--- src/rtl/scp_pkg.sv ---
// shared types, widths and helpers for the staggered conserved-to-primitive converter
// no dependencies; imported by every module of the block
package scp_pkg;

    localparam int FRACTION_BITS = 16;
    localparam int DATA_W        = 48;
    localparam int CFG_W         = 32;
    localparam int CFG_IDX_W     = 1;
    localparam int AXIS_W        = 2;
    localparam int ACC_W         = 64;
    localparam int MAG_W         = DATA_W + 1;
    localparam int DIV_W         = ACC_W + FRACTION_BITS;
    localparam int HI_W          = DIV_W - DATA_W;
    localparam int CMP_W         = (HI_W > MAG_W) ? HI_W : MAG_W;
    localparam int STEP_W        = $clog2(DATA_W);
    localparam int MUL_W         = 64;
    localparam int HALF_W        = MUL_W / 2;
    localparam int PROD_W        = 2 * MUL_W;
    localparam int MUL_STEPS     = 4;
    localparam int MSTEP_W       = 3;
    localparam int KE_SHIFT      = 3;

    localparam logic [CFG_W-1:0] HEAT_CAPACITY_RESET = CFG_W'(47055);
    localparam logic [CFG_W-1:0] GAS_CONSTANT_RESET  = CFG_W'(544866);

    localparam logic [CFG_IDX_W-1:0] REG_HEAT_CAPACITY = 1'd0;
    localparam logic [CFG_IDX_W-1:0] REG_GAS_CONSTANT  = 1'd1;

    localparam logic [AXIS_W-1:0] AXIS_X = 2'd0;
    localparam logic [AXIS_W-1:0] AXIS_Z = 2'd2;

    localparam logic signed [DATA_W-1:0] DATA_MAX = {1'b0, {(DATA_W-1){1'b1}}};
    localparam logic signed [DATA_W-1:0] DATA_MIN = {1'b1, {(DATA_W-1){1'b0}}};

    typedef enum logic [3:0] {
        ST_IDLE, ST_VL, ST_VH, ST_SQ, ST_KE, ST_IE, ST_TEMP,
        ST_RCR, ST_PRES, ST_RATIO, ST_DONE
    } state_t;

    typedef enum logic [3:0] {
        OP_VL, OP_VH, OP_SQ, OP_KE, OP_IE, OP_TEMP, OP_RCR, OP_PRES, OP_RATIO
    } op_t;

    typedef struct packed {
        logic load;
        logic start_div;
        logic start_mul;
        logic capture;
        logic publish;
        op_t  op;
    } dp_cmd_t;

    typedef struct packed {
        logic div_done;
        logic mul_done;
        logic is_z;
    } dp_status_t;

    typedef struct packed {
        logic                     fault;
        logic signed [DATA_W-1:0] value;
    } sat_t;

    function automatic logic [MAG_W-1:0] mag_of(input logic signed [MAG_W-1:0] v);
        return v[MAG_W-1] ? MAG_W'(-v) : MAG_W'(v);
    endfunction

    // clamp a sign and magnitude to the signed data range
    function automatic sat_t sat_data(input logic neg, input logic [ACC_W-1:0] mag,
                                      input logic ovf);
        sat_t              r;
        logic              hi_nz;
        logic [DATA_W-1:0] low;
        hi_nz = |mag[ACC_W-1:DATA_W];
        low   = mag[DATA_W-1:0];
        r.fault = 1'b0;
        if (neg) begin
            if (ovf || hi_nz || (low[DATA_W-1] && (|low[DATA_W-2:0]))) begin
                r.fault = 1'b1;
                r.value = DATA_MIN;
            end
            else begin
                r.value = ~low + 1'b1;
            end
        end
        else begin
            if (ovf || hi_nz || low[DATA_W-1]) begin
                r.fault = 1'b1;
                r.value = DATA_MAX;
            end
            else begin
                r.value = low;
            end
        end
        return r;
    endfunction

endpackage

--- src/rtl/scp_ctrl.sv ---
// controller: sequences the operations of one item and the handshakes
// depends on scp_pkg
module scp_ctrl (
    input  logic                 clk,
    input  logic                 rst_n,
    input  logic                 in_valid,
    output logic                 in_stall,
    output logic                 out_valid,
    input  logic                 out_stall,
    output scp_pkg::dp_cmd_t     cmd,
    input  scp_pkg::dp_status_t  status
);
    import scp_pkg::*;

    state_t state_reg, state_next;
    logic   started_reg, started_next;
    logic   out_valid_reg, out_valid_next;

    op_t    cur_op;
    logic   uses_mul;
    logic   unit_done;
    logic   can_publish;

    always_comb
    begin
        uses_mul = 1'b0;
        case (state_reg)
            ST_VH:    cur_op = OP_VH;
            ST_SQ:
            begin
                cur_op   = OP_SQ;
                uses_mul = 1'b1;
            end
            ST_KE:    cur_op = OP_KE;
            ST_IE:    cur_op = OP_IE;
            ST_TEMP:  cur_op = OP_TEMP;
            ST_RCR:
            begin
                cur_op   = OP_RCR;
                uses_mul = 1'b1;
            end
            ST_PRES:
            begin
                cur_op   = OP_PRES;
                uses_mul = 1'b1;
            end
            ST_RATIO: cur_op = OP_RATIO;
            default:  cur_op = OP_VL;
        endcase
        unit_done   = uses_mul ? status.mul_done : status.div_done;
        can_publish = !out_valid_reg || !out_stall;
    end

    // next state
    always_comb
    begin
        state_next     = state_reg;
        started_next   = started_reg;
        out_valid_next = out_valid_reg && out_stall;
        case (state_reg)
            ST_IDLE:
            begin
                if (in_valid)
                begin
                    state_next = ST_VL;
                end
            end
            ST_DONE:
            begin
                if (can_publish)
                begin
                    out_valid_next = 1'b1;
                    state_next     = ST_IDLE;
                end
            end
            default:
            begin
                if (!started_reg)
                begin
                    started_next = 1'b1;
                end
                else if (unit_done)
                begin
                    started_next = 1'b0;
                    case (state_reg)
                        ST_VL:   state_next = ST_VH;
                        ST_VH:   state_next = ST_SQ;
                        ST_SQ:   state_next = status.is_z ? ST_KE : ST_DONE;
                        ST_KE:   state_next = ST_IE;
                        ST_IE:   state_next = ST_TEMP;
                        ST_TEMP: state_next = ST_RCR;
                        ST_RCR:  state_next = ST_PRES;
                        ST_PRES: state_next = ST_RATIO;
                        default: state_next = ST_DONE;
                    endcase
                end
            end
        endcase
    end

    // outputs
    always_comb
    begin
        cmd      = '0;
        cmd.op   = cur_op;
        in_stall = (state_reg != ST_IDLE);
        case (state_reg)
            ST_IDLE:
            begin
                cmd.load = in_valid;
            end
            ST_DONE:
            begin
                cmd.publish = can_publish;
            end
            default:
            begin
                if (!started_reg)
                begin
                    cmd.start_div = !uses_mul;
                    cmd.start_mul = uses_mul;
                end
                else
                begin
                    cmd.capture = unit_done;
                end
            end
        endcase
    end

    always_ff @(posedge clk or negedge rst_n)
    begin
        if (!rst_n)
        begin
            state_reg     <= ST_IDLE;
            started_reg   <= 1'b0;
            out_valid_reg <= 1'b0;
        end
        else
        begin
            state_reg     <= state_next;
            started_reg   <= started_next;
            out_valid_reg <= out_valid_next;
        end
    end

    assign out_valid = out_valid_reg;

    a_done_after_start: assert property (@(posedge clk) disable iff (!rst_n)
        (status.div_done || status.mul_done) |-> started_reg)
        else $error("arithmetic unit finished without a launch");

    a_publish_shows: assert property (@(posedge clk) disable iff (!rst_n)
        cmd.publish |=> out_valid_reg)
        else $error("published item not presented");

endmodule
--- config.mk ---
export PLATFORM = sky130hd
export DESIGN_NAME = scp_ctrl
export DESIGN_NICKNAME = d
export VERILOG_FILES = /design/src/rtl/scp_pkg.sv /design/src/rtl/scp_ctrl.sv
export SDC_FILE = /design/constraint.sdc
export NUM_CORES = 1
export LEC_CHECK = 0
export ABC_AREA = 1
export BUFFER_PORTS_ARGS = -buffer_cell sky130_fd_sc_hd__buf_4
export CAP_MARGIN = 40
export CORE_MARGIN = 1.5
export CORE_UTILIZATION = 40
export CTS_CLUSTER_SIZE = 30
export DETAILED_ROUTE_END_ITERATION = 7
export PLACE_DENSITY = 0.65
export REMOVE_ABC_BUFFERS = 1
export SYNTH_ARGS = -nofsm -noshare
export SYNTH_HDL_FRONTEND = slang
export SYNTH_SLANG_ARGS = --single-unit
--- constraint.sdc ---
create_clock -name clk -period 1.4 [get_ports clk]
set_input_delay 0.07 -clock clk [delete_from_list [all_inputs] [get_ports clk]]
set_output_delay 0.07 -clock clk [all_outputs]
set_load 0.1 [all_outputs]
Word-level counts from Yosys, hierarchy flattened --
Cells that the tools add are included.
Storage, ports and cells: register bits 6, input port bits 7, output and inout bits 11
Operators by class: reduce and logical (&&, ||, !) cells 12, equal/unequal tests 12, muxes and demuxes 19
Operators with widths (count):
- case mux 4 bit (8 select lines) | 2
- two-way mux 4 bit | 5
- equality test 4 x 3 -> 1 bit, second input constant | 4
- equality test 4 bit, second input constant | 3
- two-way mux 1 bit | 9
- equality test 4 x 2 -> 1 bit, second input constant | 2
- case mux 4 bit (2 select lines) | 1
- nonzero test 3 bit | 2
- equality test 4 x 1 -> 1 bit, second input constant | 1
- zero test 4 bit | 1
- inequality test 2 bit, second input constant | 2
- AND reduction 4 bit | 1
- nonzero test 4 bit | 1
- zero test 1 bit | 3
- two-way mux 3 bit | 1
- OR reduction 3 bit | 1
- two-way mux 2 bit | 1
- OR reduction 2 bit | 1
- logical AND 1 bit | 1
- logical OR 1 bit | 1

Depth between registers and ports, before layout --
depth after elaboration 7, depth in mapped cells 10

Worst setup path before layout --
No wires, ideal clock.
kind reg2out, from register state_reg[3], to output port cmd[2] (netlist name), stages on the path, launching flop included 4, required time 1330 ps, arrival time 2717 ps, setup slack -1387 ps, cell sequence dfrtp_1 inv_2 nand2_2 o21ai_0
RTL lines:
- start, declared | line scp_ctrl.sv:15 | state_t state_reg, state_next;
- start signal, assigned | line scp_ctrl.sv:141 | state_reg <= state_next;
- end, declared | line scp_ctrl.sv:10 | output scp_pkg::dp_cmd_t cmd,

==> impl_metrics.ini <==
[run_status]
outcome = finished, violations left
violations = negative setup slack

[timing]
min_period_ps = 1740
hold_ws_ps = 92.8
fin_ws_ps = -340
finalSetupViolations = 15
slew_violations = 0
finalSetupTns_ps = -3220
relSlewSlack = 0.805
finalHoldViolations = 0
rsz0062_at_grt = yes
fmax_ghz = 0.575
worst_pin_slew_ps = 292
clock_skew_ps = 1.92
period_share = 1.24

[die]
fp.dieW_um = 42.1
fp.coreArea_mm2 = 0.00137
io-pin-count = 18
die_h_um = 42.1
num_rows = 13
die-area_mm2 = 0.00177
start_util = 0.447

[synth]
synth-seq-cells = 6
ys_async_sr_fraction = 1.00
synth_area_per_cell_um2 = 7.36
synth_edf_count = 0
synth.distinct_cells = 20
ys_seq_area_frac = 0.246
yosys_warnings = 0
ys.flop_type = dfrtp_1
synthCells = 83
netlist_area_um2 = 611

[critical_path]
worstPathArrival_ps = 1670
cp_common_cell = nand2_4
crit_fanout = 6
crit_type = reg -> out
cpMaxStageDelayCell = dfrtp_2
startpoint_type = register
required_ps = 1330
cpPeakStageDelay_ps = 460
path_cells = buf_6 > nand4_1 > nand3_4 > nand2_4 > nand2_4 > nand2_4 > nor2_4 > buf_12
endpoint_kind = output port
reg2regPathDepth = 11

[clock_network]
clk-insertion-delay-late_ps = 250
cts_tree = yes
clock_sinks = 6
cts_max_level = 1
clock_path_buffers = 2
cts_buffers = 3
clk_pin_slew_worst_paths_ps = 50
cts-root-buf = clkbuf_4

[global_route]
grt.total_usage = 0.263
grt_antenna_before_repair = 0
grt_overflow = 0
grt_max_degree = 8
grt_pass1_vias = 790
grt_pass1_wl_um = 3510

[drt]
wl_per_cell_um = 17.7
antenna_left = 0
vias = 817
viasPerCell = 5.45
route.detailed.drc = 0
first_pass_iters = 4
drt_iter0_drc = 22
wl_um = 2660

[finish]
antenna_cells = 0
largest_reg_flops = 4
layoutNonFillerInstCount = 150
fin_area_mm2 = 0.00127
final_nets = 144
nFillCells = 52
drive_gt1_frac = 0.733
area_growth_syn_to_layout_pct = 108

[place]
dp_hpwl_um = 1150
gp_congestion = 0.791
dpl_cell_area_um2 = 900
port_buffers = 17
dpl.cell_count = 134

[worst_hold_path]
holdPathStages = 3
hp-class = in -> reg

[run]
maxCapViolCount = 0
-- metal layers --
layer  wire (µm)  GRT usage  vias to the layer above  part of all wire
met5           0          0                        -                 0
met4          99      0.100                        0             0.037
met3         152     0.0603                       10             0.057
met2        1420      0.491                       48              0.53
met1         987      0.285                      383              0.37
li1            -          -                      376                 -
-- cell usage in the layout, fill, tap and decap left out, drive strengths merged --
master / n
a21oi: 1
buf: 49
clkbuf: 3
clkinv: 1
dfrtp: 6
dlygate4sd3: 1
inv: 12
nand2: 28
nand3: 10
nand4: 3
nor2: 14
nor3: 3
o211ai: 1
o21ai: 2
o22ai: 1
-- final timing paths --
path	start	end	slack, ps
setup reg to reg	state_reg[2]$_DFFE_PN0P_	state_reg[2]$_DFFE_PN0P_	-280
hold reg to reg	out_valid$_DFF_PN0_	out_valid$_DFF_PN0_	550
max in group asynchronous	rst_n	state_reg[3]$_DFFE_PN0P_	1080
hold / removal	out_stall	out_valid$_DFF_PN0_	90
min in group asynchronous	rst_n	out_valid$_DFF_PN0_	200
setup / recovery	state_reg[1]$_DFFE_PN0P_	cmd[5]	-340
-- metrics by stage --
stage	utilization	setup WS, ps
after floorplan	-	-1390
after global placement	0.658	-79.8
after detailed placement	0.658	-105
after CTS	0.849	-241
after global routing	0.931	-383
final	0.931	-340
-- synth_stat cells (3+ instances only) --
cell type / instances / share of area
inv_2: 4 / 0.025
nand2_4: 5 / 0.092
inv_1: 8 / 0.049
nor2_1: 6 / 0.037
nor2_2: 5 / 0.051
nand2_1: 17 / 0.10
nor3_1: 3 / 0.025
dfrtp_1: 6 / 0.25
nand3_1: 7 / 0.057
nand3_4: 3 / 0.086
nor2_4: 3 / 0.055
nand4_1: 3 / 0.031
nand2_2: 6 / 0.061
-- area by class of cell --
class,instances,area (µm²),share of cell area
timing repair buffer,50,512,0.402
inverter,13,56.3,0.0442
multi-input combinational,63,508,0.399
tap,15,18.8,0.0147
clock buffer,3,22.5,0.0177
sequential,6,155,0.122
-- worst max-delay path, delay by kind of cell, from the launching register on --
family / cells / cell delay, ps
AND/OR/NAND/NOR: 6 / 640
flip-flops: 1 / 460
buffers and inverters: 2 / 320
-- repair_timing --
action	in CTS	in global routing
hold endpoints to repair	6	0
hold buffers	1	0
setup buffers	5	7
resized for setup	53	15
setup endpoints to repair	15	15
pin swaps	12	12
-- kinds of logic (layout without fill, tap and decap cells) --
logic type             Yosys count  in the layout  synth area share
AO/OA/AOI/OAI                    5              5            0.0533
buffers and inverters           14             66             0.100
flip-flops                       6              6             0.246
AND/OR/NAND/NOR                 58             58             0.600
Power is left out: the tool's default activity adds up to more than one toggle a clock period on the data nets, which glitch-free logic cannot reach.
